`src/rtl/protobuf_field_encoder_defines.svh`:
```
// ----------------------------------------------------------------------------
// protobuf field encoder assertion macros
// concurrent checks on clock, with and without the reset guard
// ----------------------------------------------------------------------------
`ifndef PROTOBUF_FIELD_ENCODER_DEFINES_SVH
`define PROTOBUF_FIELD_ENCODER_DEFINES_SVH

`ifndef ASSERT_OFF
// check held off while reset is high
`define PFE_ASSERT(lbl, prop, msg) \
   lbl: assert property (@(posedge clock) disable iff (reset) prop) else $error(msg);
// check that also runs through reset
`define PFE_ASSERT_RST(lbl, prop, msg) \
   lbl: assert property (@(posedge clock) prop) else $error(msg);
`else
`define PFE_ASSERT(lbl, prop, msg)
`define PFE_ASSERT_RST(lbl, prop, msg)
`endif

`endif

```
`src/rtl/pfe_pkg.sv`:
```
// ----------------------------------------------------------------------------
// pfe_pkg
// commands, wire types and the work descriptor shared by front, queue and back
// ----------------------------------------------------------------------------
package pfe_pkg;

   typedef enum logic [2:0] {
      CMD_BOOL    = 3'd0,
      CMD_UVARINT = 3'd1,
      CMD_ZIGZAG  = 3'd2,
      CMD_FIXED32 = 3'd3,
      CMD_FIXED64 = 3'd4,
      CMD_STRING  = 3'd5,
      CMD_PAYLOAD = 3'd6
   } cmd_type;

   localparam logic [2:0] WT_VARINT   = 3'd0;
   localparam logic [2:0] WT_FIXED64  = 3'd1;
   localparam logic [2:0] WT_LENDELIM = 3'd2;
   localparam logic [2:0] WT_FIXED32  = 3'd5;

   localparam logic [3:0] LEN_PAYLOAD = 4'd1;
   localparam logic [3:0] LEN_FIXED32 = 4'd4;
   localparam logic [3:0] LEN_FIXED64 = 4'd8;

   // one classified field, ready for serialising
   typedef struct packed {
      logic        has_key;
      logic [31:0] key;
      logic        fixed;    // little-endian raw bytes instead of varint
      logic [3:0]  fix_len;
      logic [63:0] body;
   } entry_type;

   typedef struct packed {
      logic empty;
      logic full;
   } queue_status_type;

endpackage

```
`src/rtl/pfe_front.sv`:
```
// ----------------------------------------------------------------------------
// pfe_front
// classifies one request into key, body and body form
// ----------------------------------------------------------------------------
module pfe_front
   import pfe_pkg::*;
(
   input  logic [2:0]  cmd,
   input  logic [28:0] field_number,
   input  logic [63:0] value,
   output entry_type   entry,
   output logic        keep
);

   logic [2:0] wire_type;

   always_comb begin
      wire_type     = WT_VARINT;
      keep          = 1'b1;
      entry.has_key = 1'b1;
      entry.fixed   = 1'b0;
      entry.fix_len = LEN_PAYLOAD;
      entry.body    = value;
      case (cmd_type'(cmd))
         CMD_BOOL: begin
            entry.body = {63'd0, |value};
         end
         CMD_UVARINT: begin
            entry.body = value;
         end
         CMD_ZIGZAG: begin
            entry.body = {value[62:0], 1'b0} ^ {64{value[63]}};
         end
         CMD_FIXED32: begin
            wire_type     = WT_FIXED32;
            entry.fixed   = 1'b1;
            entry.fix_len = LEN_FIXED32;
            entry.body    = {32'd0, value[31:0]};
         end
         CMD_FIXED64: begin
            wire_type     = WT_FIXED64;
            entry.fixed   = 1'b1;
            entry.fix_len = LEN_FIXED64;
         end
         CMD_STRING: begin
            wire_type = WT_LENDELIM;
         end
         CMD_PAYLOAD: begin
            entry.has_key = 1'b0;
            entry.fixed   = 1'b1;
            entry.fix_len = LEN_PAYLOAD;
            entry.body    = {56'd0, value[7:0]};
         end
         default: begin
            // undefined command produces nothing
            keep = 1'b0;
         end
      endcase
      entry.key = {field_number, wire_type};
   end

endmodule

```
`src/rtl/pfe_queue.sv`:
```
// ----------------------------------------------------------------------------
// pfe_queue
// small fifo of classified entries between front and back
// ----------------------------------------------------------------------------
module pfe_queue
   import pfe_pkg::*;
#(
   parameter int DEPTH = 2
) (
   input  logic             clock,
   input  logic             reset,
   input  logic             push,
   input  entry_type        push_entry,
   input  logic             pop,
   output entry_type        head,
   output queue_status_type status
);

   localparam int PTR_W = (DEPTH > 1) ? $clog2(DEPTH) : 1;
   localparam int CNT_W = $clog2(DEPTH + 1);
   localparam logic [PTR_W-1:0] LAST_PTR = PTR_W'(DEPTH - 1);
   localparam logic [CNT_W-1:0] FULL_CNT = CNT_W'(DEPTH);

   entry_type        slot_ff [DEPTH];
   logic [PTR_W-1:0] wr_ptr_ff, wr_ptr_in;
   logic [PTR_W-1:0] rd_ptr_ff, rd_ptr_in;
   logic [CNT_W-1:0] count_ff, count_in;

   assign status.empty = (count_ff == '0);
   assign status.full  = (count_ff == FULL_CNT);
   assign head         = slot_ff[rd_ptr_ff];

   always_comb begin
      wr_ptr_in = wr_ptr_ff;
      rd_ptr_in = rd_ptr_ff;
      count_in  = count_ff;
      if (push) begin
         wr_ptr_in = (wr_ptr_ff == LAST_PTR) ? '0 : wr_ptr_ff + 1'b1;
      end
      if (pop) begin
         rd_ptr_in = (rd_ptr_ff == LAST_PTR) ? '0 : rd_ptr_ff + 1'b1;
      end
      if (push && !pop) begin
         count_in = count_ff + 1'b1;
      end else if (pop && !push) begin
         count_in = count_ff - 1'b1;
      end
   end

   always_ff @(posedge clock) begin
      if (reset) begin
         wr_ptr_ff <= '0;
         rd_ptr_ff <= '0;
         count_ff  <= '0;
      end else begin
         wr_ptr_ff <= wr_ptr_in;
         rd_ptr_ff <= rd_ptr_in;
         count_ff  <= count_in;
      end
      if (push) begin
         slot_ff[wr_ptr_ff] <= push_entry;
      end
   end

endmodule

```
`src/rtl/pfe_back.sv`:
```
// ----------------------------------------------------------------------------
// pfe_back
// serialises key and body of each entry into bytes, one per cycle while the output is not stalled
// ----------------------------------------------------------------------------
module pfe_back
   import pfe_pkg::*;
(
   input  logic             clock,
   input  logic             reset,
   input  entry_type        head,
   input  queue_status_type q_status,
   output logic             pop,
   output logic             rsp_valid,
   input  logic             rsp_ready,
   output logic [7:0]       rsp_byte,
   output logic             rsp_last
);

   typedef enum logic [1:0] {
      ST_IDLE,
      ST_KEY,
      ST_BODY
   } state_type;

   state_type   state_ff, state_in;
   logic [31:0] key_ff, key_in;
   logic [63:0] body_ff, body_in;
   logic        fixed_ff, fixed_in;
   logic [3:0]  len_ff, len_in;
   logic        valid_ff, valid_in;
   logic [7:0]  byte_ff, byte_in;
   logic        last_ff, last_in;

   logic out_free;
   logic emit;
   logic more_key;
   logic more_body;
   logic done;

   assign out_free  = !valid_ff || rsp_ready;
   assign emit      = out_free && (state_ff != ST_IDLE);
   assign more_key  = |key_ff[31:7];
   assign more_body = |body_ff[63:7];

   assign rsp_valid = valid_ff;
   assign rsp_byte  = byte_ff;
   assign rsp_last  = last_ff;

   always_comb begin
      state_in = state_ff;
      key_in   = key_ff;
      body_in  = body_ff;
      fixed_in = fixed_ff;
      len_in   = len_ff;
      byte_in  = byte_ff;
      last_in  = last_ff;
      valid_in = rsp_ready ? 1'b0 : valid_ff;
      done     = 1'b0;
      pop      = 1'b0;

      if (emit) begin
         valid_in = 1'b1;
         case (state_ff)
            ST_KEY: begin
               byte_in = {more_key, key_ff[6:0]};
               last_in = 1'b0;
               key_in  = key_ff >> 7;
               if (!more_key) begin
                  state_in = ST_BODY;
               end
            end
            ST_BODY: begin
               if (fixed_ff) begin
                  byte_in = body_ff[7:0];
                  last_in = (len_ff == LEN_PAYLOAD);
                  body_in = body_ff >> 8;
                  len_in  = len_ff - 4'd1;
               end else begin
                  byte_in = {more_body, body_ff[6:0]};
                  last_in = !more_body;
                  body_in = body_ff >> 7;
               end
               done = last_in;
            end
            default: begin
               state_in = ST_IDLE;
            end
         endcase
      end

      // load the next entry on the final byte so bytes run without a gap
      if (state_ff == ST_IDLE || done) begin
         if (!q_status.empty) begin
            pop      = 1'b1;
            state_in = head.has_key ? ST_KEY : ST_BODY;
            key_in   = head.key;
            body_in  = head.body;
            fixed_in = head.fixed;
            len_in   = head.fix_len;
         end else begin
            state_in = ST_IDLE;
         end
      end
   end

   always_ff @(posedge clock) begin
      if (reset) begin
         state_ff <= ST_IDLE;
         valid_ff <= 1'b0;
      end else begin
         state_ff <= state_in;
         valid_ff <= valid_in;
      end
      key_ff   <= key_in;
      body_ff  <= body_in;
      fixed_ff <= fixed_in;
      len_ff   <= len_in;
      byte_ff  <= byte_in;
      last_ff  <= last_in;
   end

endmodule

```
`src/rtl/protobuf_field_encoder.sv`:
```
// a request passes through the entry queue and the back end registers to the byte output
// throughput: one byte per cycle while the output is not stalled; an item is 1 to 15 bytes
// the byte serialiser in the back end sets this figure, the entry queue hides item changes
// undefined commands are taken and dropped without producing bytes
// reset: synchronous, active high; empties the queue and the output register
// ----------------------------------------------------------------------------
// protobuf_field_encoder
// wire-format field encoder: key varint then varint or fixed bytes, or bare payload bytes
// ----------------------------------------------------------------------------
`include "protobuf_field_encoder_defines.svh"

module protobuf_field_encoder
   import pfe_pkg::*;
#(
   parameter int QUEUE_DEPTH = 2
) (
   input  logic        clock,
   input  logic        reset,
   // request channel
   input  logic        req_tvalid,
   output logic        req_tready,
   input  logic [95:0] req_tdata,   // field_number [28:0], value [92:29], zero fill
   input  logic [2:0]  req_tuser,   // cmd [2:0]
   // response channel
   output logic        rsp_tvalid,
   input  logic        rsp_tready,
   output logic [7:0]  rsp_tdata,   // out_byte [7:0]
   output logic        rsp_tlast
);

   entry_type        front_entry;
   logic             front_keep;
   entry_type        q_head;
   queue_status_type q_status;
   logic             q_push;
   logic             q_pop;

   // a transfer is taken whenever the queue has room
   assign req_tready = !q_status.full;
   assign q_push     = req_tvalid && req_tready && front_keep;

   // front: decode command, build key and body form
   pfe_front u_front (
      .cmd          (req_tuser),
      .field_number (req_tdata[28:0]),
      .value        (req_tdata[92:29]),
      .entry        (front_entry),
      .keep         (front_keep)
   );

   // queue: decouples request acceptance from byte output
   pfe_queue #(
      .DEPTH (QUEUE_DEPTH)
   ) u_queue (
      .clock      (clock),
      .reset      (reset),
      .push       (q_push),
      .push_entry (front_entry),
      .pop        (q_pop),
      .head       (q_head),
      .status     (q_status)
   );

   // back: byte serialiser with registered output
   pfe_back u_back (
      .clock     (clock),
      .reset     (reset),
      .head      (q_head),
      .q_status  (q_status),
      .pop       (q_pop),
      .rsp_valid (rsp_tvalid),
      .rsp_ready (rsp_tready),
      .rsp_byte  (rsp_tdata),
      .rsp_last  (rsp_tlast)
   );

   // no entry is taken from an empty queue
   `PFE_ASSERT(a_pop_not_empty, q_pop |-> !q_status.empty, "pop from empty queue")
   // no entry is written into a full queue
   `PFE_ASSERT(a_push_not_full, q_push |-> !q_status.full, "push into full queue")
   // output register is empty right after reset
   `PFE_ASSERT_RST(a_reset_idle, reset |=> !rsp_tvalid, "response valid after reset")

endmodule

```
`config.mk`:
```
export PLATFORM = sky130hd
export DESIGN_NAME = protobuf_field_encoder
export DESIGN_NICKNAME = d
export VERILOG_FILES = /design/src/rtl/pfe_pkg.sv /design/src/rtl/pfe_front.sv /design/src/rtl/pfe_queue.sv /design/src/rtl/pfe_back.sv /design/src/rtl/protobuf_field_encoder.sv
export VERILOG_INCLUDE_DIRS = /design/src /design/src/rtl
export SDC_FILE = /design/constraint.sdc
export NUM_CORES = 1
export LEC_CHECK = 0
export BUFFER_PORTS_ARGS = -buffer_cell sky130_fd_sc_hd__buf_4
export CORE_AREA = 10 10 199 201
export DETAILED_ROUTE_END_ITERATION = 8
export DIE_AREA = 0 0 209 211
export SYNTH_ARGS = -nofsm -noshare
export SYNTH_HDL_FRONTEND = slang
export SYNTH_SLANG_ARGS = --single-unit
```
`constraint.sdc`:
```
create_clock -name clock -period 14.7 [get_ports clock]
set_clock_uncertainty 0.2 [all_clocks]
set_input_delay 2.94 -clock clock [delete_from_list [all_inputs] [get_ports clock]]
set_output_delay 2.94 -clock clock [all_outputs]
set_load 0.05 [all_outputs]
```
==> flow_summary.yaml, run 1 <==
route:
  drt_iter0_drc: 538
  route.antenna.remaining_nets: 0
  drcViolationCount: 0
  drt-vias-per-instance: 5.39
  drt-total-wl_mm: 33.5
  num_vias: 9043
  routedWlPerCell_um: 19.9
  first_pass_iters: 5
synth:
  netlist_area_um2: 14100
  syn_avg_cell_area_um2: 12.6
  synth_top_area_cell: "edfxtp_1"
  ys.flop_type: "edfxtp_1"
  ys_ff_latch: 320
  netlist_top_cells_area: "edfxtp_1, dfxtp_1, mux2i_1"
  ys_async_sr_fraction: 0
  syn_inst: 1116
  syn-num-nets: 1226
  synth_top_area_share: 0.453
  yosysWarnings: 0
  synth_edf_count: 212
  seq_area_frac_synth: 0.607
  synthDistinctLibCells: 41
clock_tree:
  clk_path_buf_depth: 3
  cts_hold_buf: 0
  numCtsBuffers: 34
  clk_latency_ns: 0.51
  cts-root-buf: "clkbuf_16"
  cts_setup_buffers: 0
  clk_pin_slew_ns: 0.06
  cts_tree: "built"
  htree_num_levels: 2
  cts_resized: 0
  cts_sinks: 320
worst_setup_path:
  critPathKind: "in -> reg"
  arrival_ns: 5.39
  required_ns: 14.62
  r2r_end: "u_queue.count_ff[1]"
  cp-end-kind: "register"
  crit_fanout: 40
  worst_setup_path_start_kind: "input port"
  rrSetupSlack_ns: 11.19
  reg2reg_depth: 9
  rr_startpoint: "u_back.fixed_ff"
global_route:
  grtUsageMet2: 0.240
  antenna_found_initial: 0
  grt_pass1_vias: 9163
  grt_overflow: 0
  busiest_layer: "met2"
  grt_use_met1: 0.198
  grt_pass1_wl_mm: 52.0
  met3_usage: 0.0222
  grt.total_usage: 0.147
  grt_max_degree: 116
pwr:
  pwr-share-seq: 0.435
  p_sw_frac: 0.332
  comb_power_share: 0.294
  p_leak_nw: 6.00
  p_sw_mw: 1.07
  power.internal_mw: 2.14
  power_density_nw_per_um2: 196
  ir_drop_uv: 150
  clkPwrFrac: 0.272
place:
  portBuffers: 110
  place_congestion: 0.807
  dp_cells: 1619
  dp_hpwl_mm: 22.3
min_path:
  hold_path_class: "reg -> reg"
  holdPathEnd: "u_back.state_ff[0]"
  min_from: "u_back.state_ff[0]"
  min_delay_path_depth: 2
layout:
  layout_common_cells: "edfxtp_1, mux2i_1, buf_4, dfxtp_1"
  n_antenna_cell: 0
  final_util: 0.463
  nNetsFinal: 1304
  multi_input_area_um2: 5170
  area_growth_pct: 16.7
  layout-drive-gt1-share: 0.155
  fillers: 3254
  stdcell_count: 1679
  final_common_cell: "edfxtp_1"
  seq_area_um2: 8530
timing:
  tightestPinTransition_ns: 1.12
  whs_ns: 0.276
  max_freq_mhz: 183
  fin_crit_ns: 5.47
  slew_violations: 0
  slew_headroom: 0.250
  final.setup.tns_ns: 0
  finalHoldViolCount: 0
  period_share: 0.372
  rsz0062_at_grt: "false"
  setup_violations: 0
floorplanning:
  boundaryPins: 114
  rows: 69
  die_h_um: 211
  start_util: 0.397
  coreArea_um2: 35400
  die_x_um: 209
  die_area_um2: 44100
job:
  cap_violations: 0
outcome:
  status: "finished, final reports clean"
## Yosys cell counts, types with 10 or more instances
cell,instances
a211oi_1,28
a21oi_1,34
a22o_1,63
buf_1,15
buf_2,10
clkbuf_1,55
dfxtp_1,108
edfxtp_1,212
inv_1,13
mux2i_1,154
nand2_1,69
nand3_1,20
nor2_1,16
nor2b_1,29
nor4_1,33
o211ai_1,56
o21ai_0,69
xor2_1,66
## final cells by class
class | instances | share of cell area
clock buffers | 48 | 0.0601
clock inverters | 12 | 0.00954
inverters | 13 | 0.00298
multi-input cells | 701 | 0.315
flip-flops and latches | 320 | 0.520
well taps | 461 | 0.0352
repair buffers | 124 | 0.0568
## worst max-delay path, stage by stage
cell     delay, ns
buf_4         0.14
nand3_1       0.10
nand3_1       0.26
nor2_4        0.72
buf_4         0.59
buf_4         0.61
## flip-flops by register name, summed over array words and instances (netlist names), named ones only
| name | cells |
|---|---|
| u_back.body_ff | 64 |
| u_back.len_ff | 4 |
| u_back.key_ff | 32 |
| u_back.rsp_last | 1 |
| u_queue.rd_ptr_ff | 1 |
| u_back.rsp_byte | 8 |
| u_queue.slot_ff | 202 |
| u_queue.wr_ptr_ff | 1 |
| u_queue.count_ff | 2 |
| u_back.state_ff | 2 |
| u_back.rsp_valid | 1 |
| u_back.fixed_ff | 1 |
## routing by layer
metal | wire, um | share of wire
met3 | 1260 | 0.038
met5 | 0 | 0
met2 | 15800 | 0.47
met1 | 15800 | 0.47
met4 | 666 | 0.020
## worst max path at each step
stage	from	to	slack, ns
2_1_floorplan	req_tuser[1]	u_queue.slot_ff[0][0]	6.36
3_3_place_gp	req_tuser[1]	u_queue.slot_ff[0][35]	8.66
3_5_place_dp	req_tuser[1]	u_queue.slot_ff[0][12]	8.64
4_1_cts	req_tuser[0]	u_queue.slot_ff[0][15]	9.16
5_1_grt	req_tuser[1]	u_queue.slot_ff[0][12]	9.05
6_report	req_tuser[0]	u_queue.slot_ff[0][15]	9.23
## kinds of logic (layout without fill, tap and decap cells)
| group | Yosys count | after routing | share of synthesized area |
|---|---|---|---|
| buffers and inverters | 95 | 197 | 0.0273 |
| flip-flops | 320 | 320 | 0.607 |
| adder cells (fa/ha/maj) | 7 | 7 | 0.00623 |
| AO/OA/AOI/OAI | 265 | 265 | 0.128 |
| multiplexers | 162 | 162 | 0.116 |
| AND/OR/NAND/NOR | 198 | 198 | 0.0725 |
| XOR/XNOR | 69 | 69 | 0.0430 |
## metrics by stage
step | worst slack (ns) | cell area [um2] | power, mW
3_3_place_gp | 8.66 | 15300 | 2.33
2_1_floorplan | 6.36 | 14100 | 2.10
3_5_place_dp | 8.64 | 15300 | 2.36
4_1_cts | 9.16 | 16400 | 3.24
5_1_grt | 9.05 | 16400 | 3.41
6_report | 9.23 | 16400 | 3.21
## power groups by stage
stage	Combinational, mW	Sequential (mW)	Clock [mW]
final	0.943	1.40	0.872
after detailed placement	0.945	1.41	0
after CTS	0.951	1.40	0.889
after global placement	0.927	1.41	0
after floorplan	0.738	1.37	0
after global routing	1.06	1.42	0.923
Note: power is estimated with default switching activity, not from simulation.
==> run 2: changes to the inputs <==
--- a/config.mk
+++ b/config.mk
@@ -6,10 +6,11 @@
 export SDC_FILE = /design/constraint.sdc
 export NUM_CORES = 1
 export LEC_CHECK = 0
+export ABC_AREA = 1
 export BUFFER_PORTS_ARGS = -buffer_cell sky130_fd_sc_hd__buf_4
-export CORE_AREA = 10 10 199 201
+export CORE_AREA = 10 10 204 206
 export DETAILED_ROUTE_END_ITERATION = 8
-export DIE_AREA = 0 0 209 211
+export DIE_AREA = 0 0 214 216
 export SYNTH_ARGS = -nofsm -noshare
 export SYNTH_HDL_FRONTEND = slang
 export SYNTH_SLANG_ARGS = --single-unit
==> constraint.sdc (replaced) <==
create_clock -name clock -period 5.3 [get_ports clock]
set_clock_uncertainty 0.2 [all_clocks]
set_input_delay 1.06 -clock clock [delete_from_list [all_inputs] [get_ports clock]]
set_output_delay 1.06 -clock clock [all_outputs]
set_load 0.05 [all_outputs]
==> run 2 against run 1 <==
  * Highest routed layer unchanged
  * Die area up 4.8%
  * Setup slack worse by 7.5 ns
  * Synthesized cell count up 39%
  * Non-clock buffer count up 2
  * Register-to-register slack worse by 9.1 ns
  * Via count up 20%
  * Wire length up 7.1%
  * Clock power rose to 2.8 times the previous value
  * Combinational power rose to 3.4 times the previous value
  * Global-route usage up 0.59 points
  * Cell count up 29%
==> flow_summary.yaml, run 2 <==
layout:
  largest_reg_flops: 202
  design_area_um2: 17100
  final_common_cell: "nand2_1"
  nNetsFinal: 1735
  layout_common_cells: "nand2_1, edfxtp_1, nor2_1, buf_4, dfxtp_1"
  stdcell_count: 2162
  layout-drive-gt1-share: 0.137
  reg_top3: "u_queue.slot_ff (202), u_back.body_ff (64), u_back.key_ff (32)"
  area_growth_pct: 15.9
  top_register: "u_queue.slot_ff"
  n_antenna_cell: 0
synth:
  syn_inst: 1549
  ys.flop_type: "edfxtp_1"
  synth_edf_count: 212
  synth_top_area_cell: "edfxtp_1"
  ys_ff_latch: 320
  synthDistinctLibCells: 37
  seq_area_frac_synth: 0.578
  netlist_area_um2: 14800
  synth_top_area_share: 0.431
  syn_avg_cell_area_um2: 9.53
  syn-num-nets: 1659
  ys_async_sr_fraction: 0
  yosysWarnings: 0
  netlist_top_cells_area: "edfxtp_1, dfxtp_1, nand2_1"
  synth.most_common_cell: "nand2_1"
  synth_common_cells: "nand2_1, edfxtp_1, nor2_1"
worst_setup_path:
  critPathKind: "in -> reg"
  arrival_ns: 3.59
  cp-end-kind: "register"
  required_ns: 5.33
  crit_fanout: 36
  worst_setup_path_start_kind: "input port"
timing:
  max_freq_mhz: 281
  final.setup.tns_ns: 0
  slew_violations: 0
  finalHoldViolCount: 0
  worst_slack_ns: 1.75
  fin_crit_ns: 3.55
  rsz0062_at_grt: "false"
  slew_headroom: 0.204
  setup_violations: 0
  tightestPinTransition_ns: 1.19
  period_share: 0.671
clock_tree:
  cts_hold_buf: 0
  cts_sinks: 320
  cts-root-buf: "clkbuf_16"
  clk_latency_ns: 0.52
  cts_setup_buffers: 0
  numCtsBuffers: 36
  htree_num_levels: 2
  cts_tree: "built"
  clk_path_buf_depth: 3
  cts_resized: 0
  clk_pin_slew_ns: 0.06
floorplanning:
  die_x_um: 214
  rows: 71
  start_util: 0.395
  coreArea_um2: 37400
  die_area_um2: 46200
  boundaryPins: 114
  die_h_um: 216
global_route:
  grt.total_usage: 0.152
  grt_overflow: 0
  grt_pass1_wl_mm: 57.7
  grt_pass1_vias: 10500
  grt_max_degree: 109
  antenna_found_initial: 0
place:
  dp_slack_ns: 1.21
  dp_hpwl_mm: 23.9
  place_congestion: 0.843
  placed_area_um2: 16000
  dp_cells: 2098
  portBuffers: 110
pwr:
  power_density_nw_per_um2: 556
  total_power_mw: 9.52
  ir_drop_uv: 324
  p_leak_nw: 6.83
route:
  first_pass_iters: 5
  route.antenna.remaining_nets: 0
  drt-total-wl_mm: 35.8
  num_vias: 10800
  drt-vias-per-instance: 5.00
  drt_iter0_drc: 727
  drcViolationCount: 0
  routedWlPerCell_um: 16.6
job:
  cap_violations: 0
outcome:
  status: "finished, final reports clean"
min_path:
  hold_path_class: "reg -> reg"
-- run 2: path summary, 6_finish.rpt --
check / cells after the start / endpoint / slack [ns] / start
worst max-delay path: 11 / u_queue.slot_ff[0][56] / 1.75 / req_tuser[0]
worst min-delay path: 2 / u_queue.count_ff[1] / 0.28 / u_queue.count_ff[1]
worst max register to register: 12 / u_queue.count_ff[1] / 2.07 / u_back.state_ff[0]
worst min register to register: 2 / u_queue.count_ff[1] / 0.28 / u_queue.count_ff[1]
-- run 2: kinds of logic (layout without fill, tap and decap cells) --
logic type               after synthesis  after routing  synth area share
multiplexers                          73             73            0.0497
adder cells (fa/ha/maj)                7              7           0.00593
buffers and inverters                177            279            0.0535
flip-flops                           320            320             0.578
AO/OA/AOI/OAI                        242            242             0.104
AND/OR/NAND/NOR                      695            695             0.189
XOR/XNOR                              35             35            0.0208
-- run 2: power breakdown --
part / total, mW / internal [mW] / switching [mW]
clock network: 2.44 / 1.48 / 0.964
registers: 3.92 / 3.39 / 0.531
logic: 3.16 / 1.13 / 2.02
-- run 2: critical path: stages --
cell and delay, ns:
buf_4 0.11, inv_1 0.05, nand2_1 0.08, nor2_2 0.04
buf_4 0.23, inv_2 0.54, nand2_1 0.25, nor3_4 0.22
buf_4 0.27, inv_2 0.18, o21ai_0 0.53
-- run 2: area by class of cell --
cell class              instances  area [um2]
fillers                      3582       20300
flip-flops and latches        320        8530
multi-input cells            1052        5480
repair buffers                126         971
clock buffers                  47         962
well taps                     511         639
inverters                      89         334
clock inverters                17         196
-- run 2: layer usage --
layer  share of wire  GRT usage
met5               0          0
met3           0.047     0.0241
met4           0.020     0.0386
met1            0.47      0.207
met2            0.46      0.249
-- run 2: stage by stage --
stage / hold WS (ns) / utilization
after floorplan: 0.251 / -
after global placement: 0.265 / 0.427
after detailed placement: 0.266 / 0.427
after CTS: 0.275 / 0.458
after global routing: 0.294 / 0.458
final: 0.278 / 0.458
==> run 3: changes to the inputs <==
==> constraint.sdc (replaced) <==
create_clock -name clock -period 3.3 [get_ports clock]
set_clock_uncertainty 0.2 [all_clocks]
set_input_delay 0.66 -clock clock [delete_from_list [all_inputs] [get_ports clock]]
set_output_delay 0.66 -clock clock [all_outputs]
set_load 0.05 [all_outputs]
==> run 3 against run 2 <==
  * Sequential power increased by 58%
  * Die area unchanged
  * Non-clock buffer count grew 8
  * Combinational power rose by 64%
  * Final area grew 0.19%
  * Sequential share of layout area fell by 0.094 points
  * Critical path depth is 1 higher
  * Utilization grew 0.087 points
  * Count of clock-buffer cells in the layout stayed put
  * Wire length shrank 2.4%
  * Worst hold slack got worse by 0.16 ns
  * Cell count grew 0.46%
==> flow_summary.yaml, run 3 (same netlist as run 2, synthesis figures left out) <==
floorplanning:
  coreArea_um2: 37400
  rows: 71
  boundaryPins: 114
  die_x_um: 214
  start_util: 0.395
  die_area_um2: 46200
  die_h_um: 216
place:
  place_congestion: 0.818
  portBuffers: 110
  dp_hpwl_mm: 23.7
  dp_slack_ns: 0.419
  dp_cells: 2106
route:
  num_vias: 10700
  route.antenna.remaining_nets: 0
  first_pass_iters: 5
  drt-total-wl_mm: 35.0
  drt-vias-per-instance: 4.92
  drcViolationCount: 0
  routedWlPerCell_um: 16.1
  drt_iter0_drc: 744
global_route:
  antenna_found_initial: 1
  grt.total_usage: 0.146
  grt_max_degree: 108
  grt_pass1_wl_mm: 55.4
  grt_pass1_vias: 10100
  grt_overflow: 0
worst_setup_path:
  crit_family: "adder cells"
  r2r_end: "u_queue.count_ff[1]"
  cp-end-kind: "register"
  crit_path_frequent_cell: "a21oi_1"
  rr_startpoint: "u_back.state_ff[0]"
  cp_num_buf_inv: 2
  crit_fanout: 10
  critPathKind: "reg -> reg"
  crit_start: "u_back.state_ff[0]"
  reg2reg_depth: 12
  worst_setup_path_start_kind: "register"
  slowest_delay_ns: 0.43
  critical_path.endpoint: "u_queue.count_ff[1]"
  worst-path-stages: 12
  slowest_stage: "ha_1"
  arrival_ns: 2.87
  required_ns: 3.50
  cp_cell_sequence: "inv_1 > ha_1 > inv_2 > a21oi_1 > nand3_2 > nand2_4 > nand2_8 > ha_1 > a21oi_1 > o21ai_0 > o21ai_0 > a21oi_1"
  rrSetupSlack_ns: 0.62
clock_tree:
  numCtsBuffers: 36
  cts_hold_buf: 0
  cts-root-buf: "clkbuf_16"
  cts_sinks: 320
  cts_resized: 0
  htree_num_levels: 2
  clk_latency_ns: 0.52
  clk_path_buf_depth: 3
  cts_tree: "built"
  clk_pin_slew_ns: 0.06
  cts_setup_buffers: 0
pwr:
  clkPwrFrac: 0.245
  power_density_nw_per_um2: 879
  ir_drop_uv: 422
  comb_power_share: 0.345
  power.internal_mw: 9.46
  p_sw_mw: 5.61
  p_sw_frac: 0.372
  pwr-share-seq: 0.411
  p_leak_nw: 6.84
layout:
  layout_common_cells: "nand2_1, edfxtp_1, nor2_1, buf_4, dfxtp_1"
  nNetsFinal: 1743
  top_register: "u_queue.slot_ff"
  final_util: 0.458
  largest_reg_flops: 202
  stdcell_count: 2172
  layout-drive-gt1-share: 0.140
  reg_top3: "u_queue.slot_ff (202), u_back.body_ff (64), u_back.key_ff (32)"
  final_common_cell: "nand2_1"
  area_growth_pct: 16.1
timing:
  setup_violations: 0
  period_share: 0.811
  slew_headroom: 0.231
  tightestPinTransition_ns: 1.15
  whs_ns: 0.119
  slew_violations: 0
  worst_slack_ns: 0.622
  rsz0062_at_grt: "false"
  fin_crit_ns: 2.68
  max_freq_mhz: 373
  finalHoldViolCount: 0
outcome:
  status: "finished, final reports clean"
min_path:
  hold_path_class: "in -> reg"
job:
  cap_violations: 0
## run 3: cell count changes in the layout (fill, tap and decap cells not counted)
cell,previous run,this run
diode_2,0,1
bufinv_16,4,1
buf_4,124,129
clkinv_1,5,7
buf_12,2,5
clkinvlp_4,1,3
## run 3: how the worst min path moves through the flow
stage / from / end / slack, ns / depth (start not counted)
2_1_floorplan: u_queue.count_ff[1] / u_queue.count_ff[1] / 0.25 / 2
3_3_place_gp: u_queue.count_ff[1] / u_queue.count_ff[1] / 0.27 / 2
3_5_place_dp: u_back.key_ff[29] / u_back.key_ff[29] / 0.28 / 2
4_1_cts: req_tdata[22] / u_queue.slot_ff[0][94] / 0.1 / 1
5_1_grt: req_tdata[23] / u_queue.slot_ff[1][95] / 0.09 / 1
6_report: req_tdata[23] / u_queue.slot_ff[1][95] / 0.12 / 1
## run 3: routing by layer
layer,part of all wire,global-route usage,vias to the layer above
li1,-,-,5428
met1,0.48,0.201,4984
met2,0.46,0.231,230
met3,0.050,0.0306,37
met4,0.015,0.0336,0
met5,0,0,-
## run 3: per-stage QoR
| step | instance area, um2 | power [mW] | setup TNS, ns |
|---|---|---|---|
| 4_1_cts | 17100 | 15.3 | 0 |
| 6_report | 17100 | 15.1 | 0 |
| 5_1_grt | 17100 | 16.2 | 0 |
| 3_5_place_dp | 16100 | 11.5 | 0 |
| 3_3_place_gp | 16100 | 11.4 | 0 |
| 2_1_floorplan | 14800 | 10.2 | -208.17 |
## run 3: power by group through the flow
stage | Clock, mW | Sequential (mW) | Combinational (mW)
finish | 3.69 | 6.19 | 5.19
global route | 3.95 | 6.32 | 5.92
CTS | 3.78 | 6.20 | 5.28
detailed placement | 0 | 6.27 | 5.25
global placement | 0 | 6.26 | 5.16
floorplan | 0 | 6.07 | 4.17
## run 3: area by class of cell
cell class	count	area, um2
flip-flops and latches	320	8530
clock inverters	18	129
diodes	1	2.50
inverters	89	334
well taps	511	639
multi-input cells	1052	5480
fillers	3575	20300
clock buffers	47	962
repair buffers	134	1070
